### src/hw/rtl/msdig_div.sv
// ----------------------------------------------------------------------------
// msdig_div: pipelined restoring divider, NW stages, one quotient bit each.
// A sideband word and a valid bit travel with each beat. The user must hold
// the divisor static while beats are in flight; the block does not enforce it.
// ----------------------------------------------------------------------------
module msdig_div #(
  parameter int NW = 32,
  parameter int DW = 16,
  parameter int SW = 32
) (
  input  logic          clk,
  input  logic          rst_n,
  input  logic          in_valid,
  input  logic [NW-1:0] in_num,
  input  logic [DW-1:0] den,
  input  logic [SW-1:0] in_side,
  output logic          out_valid,
  output logic [NW-1:0] out_quo,
  output logic [DW-1:0] out_rem,
  output logic [SW-1:0] out_side
);

  logic [NW-1:0] vld_r;
  logic [DW-1:0] rem_r  [0:NW-1];
  logic [NW-1:0] dq_r   [0:NW-1];
  logic [SW-1:0] side_r [0:NW-1];

  genvar k;
  for (k = 0; k < NW; k++) begin : g_stg
    logic          vld_i;
    logic [DW-1:0] rem_i;
    logic [NW-1:0] dq_i;
    logic [SW-1:0] side_i;
    logic [DW:0]   cand;
    logic [DW:0]   diff;
    logic          ge;

    if (k == 0) begin : g_first
      assign vld_i  = in_valid;
      assign rem_i  = '0;
      assign dq_i   = in_num;
      assign side_i = in_side;
    end else begin : g_next
      assign vld_i  = vld_r[k-1];
      assign rem_i  = rem_r[k-1];
      assign dq_i   = dq_r[k-1];
      assign side_i = side_r[k-1];
    end

    assign cand = {rem_i, dq_i[NW-1]};
    assign ge   = (cand >= {1'b0, den});
    assign diff = cand - {1'b0, den};

    always_ff @(posedge clk) begin
      if (!rst_n) begin
        vld_r[k] <= 1'b0;
      end else begin
        vld_r[k] <= vld_i;
      end
      rem_r[k]  <= ge ? diff[DW-1:0] : cand[DW-1:0];
      dq_r[k]   <= {dq_i[NW-2:0], ge};
      side_r[k] <= side_i;
    end
  end

  assign out_valid = vld_r[NW-1];
  assign out_quo   = dq_r[NW-1];
  assign out_rem   = rem_r[NW-1];
  assign out_side  = side_r[NW-1];

endmodule

### config.mk
export PLATFORM = sky130hd
export DESIGN_NAME = msdig_div
export DESIGN_NICKNAME = d
export VERILOG_FILES = /design/src/hw/rtl/msdig_div.sv
export SDC_FILE = /design/constraint.sdc
export NUM_CORES = 2
export LEC_CHECK = 0
export CORE_MARGIN = 4
export CORE_UTILIZATION = 49
export CTS_BUF_LIST = sky130_fd_sc_hd__clkbuf_16
export CTS_CLUSTER_DIAMETER = 120
export DETAILED_ROUTE_END_ITERATION = 10
export DONT_BUFFER_PORTS = 1
export PLACE_DENSITY = 0.75
export SKIP_LAST_GASP = 1
export SYNTH_ARGS = -nofsm -noshare
export SYNTH_HDL_FRONTEND = slang
export SYNTH_SLANG_ARGS = --single-unit
export TNS_END_PERCENT = 1
### constraint.sdc
create_clock -name clk -period 4.2 [get_ports clk]
set_input_delay 0.21 -clock clk [delete_from_list [all_inputs] [get_ports clk]]
set_output_delay 0.21 -clock clk [all_outputs]
set_load 0.03 [all_outputs]
# Word-level counts from Yosys, hierarchy flattened
# Memory sizes are Yosys's and may differ from the RTL's.
# Index checks and enable logic that the tools add are counted.
[op_classes] add_sub_neg=32 n_lt_le_gt_ge=32 muxes=32
[ops] op="greater-or-equal comparator 17 x 16 -> 1 bit" count=31
[ops] op="two-way mux 16 bit" count=32
[ops] op="subtractor 16 bit" count=31
[ops] op="greater-or-equal comparator 1 x 16 -> 1 bit" count=1
[ops] op="subtractor 1 x 16 -> 16 bit" count=1
[word_totals] word_cells=131 n_memories=3 reg_bits=32 inputBits=83 output_inout_bits=81 mem_bits_rw=2560
[mem_list] memory="dq_r" depth=32 word_bits=32 rd=32 rd_clocked_by_memory_dff=0 wr=32 line="25" source="logic [NW-1:0] dq_r [0:NW-1];"
[mem_list] memory="side_r" depth=32 word_bits=32 rd=32 rd_clocked_by_memory_dff=0 wr=32 line="26" source="logic [SW-1:0] side_r [0:NW-1];"
[mem_list] memory="rem_r" depth=32 word_bits=16 rd=32 rd_clocked_by_memory_dff=0 wr=32 line="24" source="logic [DW-1:0] rem_r [0:NW-1];"

# Depth between registers and ports, before layout
# An unclocked memory read counts as a cell.
[logic_depth] ltp_word=3 mapped_depth=14 mapped_depth_nobuf=11

# Worst setup path after synthesis
# Ideal clock, no wire load.
[synth_path] path_kind="input port to flip-flop" from="input port den[1]" to="memory rem_r[29][8], in the netlist rem_r[1][216]" path_stages=13 setup_ns=0.121 path_slack_ns=0.218 n_path_buf=3 t_required_ns=4.079 arrival_time_ns=3.860 cell_sequence="clkbuf_1 inv_1 ha_1 nor2b_4 o31a_1 o31a_1 o41ai_4 o21ai_2 or4_1 a311o_1 buf_6 buf_12 mux2_4"
[synth_rtl] item="from (decl)" line="15" source="input logic [DW-1:0] den,"
[synth_rtl] item="to (decl)" line="24"

==> reports/results.ini <==
[detailed_routing]
final_antenna_net_count = 0
drtPass1Iterations = 7
wirelength_um = 157000
routed_via_density = 5.04
drcViolationCount = 0
drtIter0Drc = 2822
vias = 46988
routedWlPerCell_um = 16.8

[synthesis]
ys_seq_area_share_pct = 64.3
yosysTopAreaCell = dfxtp_1
netlist_top_cells_area = dfxtp_1 (64%), ha_1 (7.7%), mux2_2 (4.0%)
synth_seq_cells = 2592
syn_area_mm2 = 0.0807
synth_edf_count = 0
synthFlopType = dfxtp_1
synth_nets = 7180
netlist.area_leader.share_pct = 64.3
synth_cells = 6568
yosys_warnings = 0
synth.avg_cell_area_um2 = 12.3
synth-async-reset-ratio_pct = 0
ys_types = 88

[worst_setup_path]
cp-end-kind = flip-flop
crit_top_cell = o31a_1
path_max_fanout = 17
max_stage_delay_ns = 0.68
required_ns = 4.93
critPathTopFamily = compound AO/OA/AOI/OAI gates
worstSetupPathType = reg2reg
crit_chain = ha_1, nor2b_4, o31a_1, o31a_1, o41ai_4, o21ai_2, or4_1, a311o_1, mux2_4
critPathBufInv = 0
critPathArrivalTime_ns = 4.27
cp_slowest_cell = a311o_1
cp-start-kind = flip-flop

[floorplan]
dieArea_mm2 = 0.171
rows = 148
start_util_pct = 49.5
die_width_um = 414
core_area_mm2 = 0.163
ioPinCount = 164
die_h_um = 414

[timing]
finalHoldViolCount = 0
max_slew.worst_pin.slew_ns = 0.949
timing.hold.ws_ns = 0.0930
finalCritPeriodShare_pct = 84.4
tns_ns = 0
grt_setup_unrepaired = false
period_needed_ns = 3.54
slew_headroom_pct = 36.8
fin_skew_ns = 0.0310
setup_viol = 0
fmax_mhz = 282
drv_slew = 0

[global_route]
track_usage_pct = 18.3
grt_pass1_wl_um = 250000
grt_pass1_vias = 47347
grt_max_degree = 39
overflow = 0
grt_antenna_before_repair = 4

[layout]
seq_area_mm2 = 0.0519
drive_gt1_share_pct = 11.1
filler_cell_count = 12847
multi_input_area_mm2 = 0.0276
area_growth_pct = 15.6
nets = 7551

[power]
power_leakage_uw = 0.0400
power.density_mw_per_mm2 = 761
vdd_ir_drop_max_mv = 0.603

[min_path]
worst_hold_path_type = in2reg

[clock_tree]
cts-hold-fix-buffers = 146
clk_pin_slew_ns = 0.06
cts_max_level = 4
clk_path_buf_depth = 3
cts_repair_resize_count = 0
post_cts_buffers = 0
clockRootBuffer = clkbuf_16
clock-sinks = 2592
cts_tree = yes
clock_latency_ns = 0.86
cts_buffers = 236

[job]
drv_cap = 0

[status]
status = completed

[placement]
place_hpwl_um = 102000
place.gp.congestion = 0.911
portBuffers = 0

report_power, final:
part           total, uW  internal [uW]  switching, uW
Clock              21900          12400           9440
Sequential         30600          28400           2210
Combinational      18500           8850           9650
through the flow:
stage / utilization [%] / cell area, um^2 / setup slack, ns / instances / power (uW)
after floorplan: - / 80700 / 0.218 / 6568 / 45100
after global placement: 51.3 / 83700 / 0.397 / 8730 / 48700
after detailed placement: 51.3 / 83700 / 0.377 / 8730 / 49300
after CTS: 57.2 / 93300 / 0.673 / 9325 / 71500
after global routing: 57.2 / 93300 / 0.538 / 9325 / 75200
final: 57.2 / 93300 / 0.656 / 9327 / 71000
cell usage in the layout (no fill, tap or decap), types with 117 or more instances in the layout:
cell type and instances:
xor2_1 119, xnor2_1 194, nor3_1 117, mux2_2 285, dlygate4sd3_1 144, a21oi_1 320
inv_1 239, clkbuf_16 237, nor2_1 340, ha_1 498, nand2_1 300, dfxtp_1 2592
o21ai_0 310
kinds of logic after synthesis:
group           after synthesis  synth area share, %
compound gates             1238                 9.97
xor+xnor                    313                 3.40
fa+ha+maj                   529                 8.49
buf+inv                     303                 1.61
flops                      2592                 64.3
mux                         345                 4.77
simple gates               1248                 7.48
final timing paths:
path,slack (ns),startpoint,endpoint,cells past startpoint
max reg2reg,0.66,rem_r[1][192],rem_r[1][221],9
min,0.09,den[6],rem_r[1][70],4
max,0.66,rem_r[1][192],rem_r[1][221],9
min reg2reg,0.30,dq_r[1][58],dq_r[1][91],0
layout make-up:
type / instances / area share [%]
diodes: 2 / 0.00536
clock buffers: 237 / 6.35
clock inverters: 212 / 2.35
inverters: 207 / 0.833
multi-input cells: 3673 / 29.6
flip-flops and latches: 2592 / 55.6
well taps: 2175 / 2.92
repair buffers: 229 / 2.36
registers in the layout (all words and copies together), names as in the netlist:
register	count
g_stg.vld_i	31
dq_r	1024
out_valid	1
side_r	1024
rem_r	512
metal layers:
metal	wire length (um)	up-vias	GRT usage, %
li1	-	23664	-
met1	69300	22073	23.2
met2	76300	963	31.5
met3	6630	288	2.99
met4	4270	0	6.25
met5	0	-	0
synthesized netlist by cell type, types with 10 or more instances:
| library cell | instances |
|---|---|
| dfxtp_1 | 2592 |
| ha_1 | 498 |
| nor2_1 | 340 |
| a21oi_1 | 320 |
| o21ai_0 | 310 |
| nand2_1 | 300 |
| mux2_2 | 285 |
| inv_1 | 206 |
| xnor2_1 | 194 |
| xor2_1 | 119 |
| nor3_1 | 117 |
| o21a_1 | 111 |
| a21o_1 | 87 |
| nor2b_1 | 87 |
| nand3_1 | 86 |
| nand4_1 | 60 |
| o31a_1 | 54 |
| mux2i_1 | 52 |
| clkbuf_1 | 48 |
| nand2b_1 | 48 |
| and2_1 | 47 |
| o31ai_1 | 46 |
| a211oi_1 | 43 |
| or3_1 | 43 |
| buf_4 | 33 |
| a31oi_1 | 32 |
| fa_1 | 31 |
| o21bai_1 | 30 |
| nor4_1 | 29 |
| o211ai_1 | 29 |
| and3_1 | 28 |
| a21boi_0 | 25 |
| a211o_1 | 22 |
| nand3b_1 | 19 |
| or2_2 | 14 |
| a2111oi_0 | 12 |
| o41ai_1 | 10 |
worst min-delay path: stages:
cell     delay (ns)
inv_1          0.16
ha_1           0.26
xnor2_1        0.14
mux2_2         0.15
Note: power is estimated with default switching activity, not from simulation.
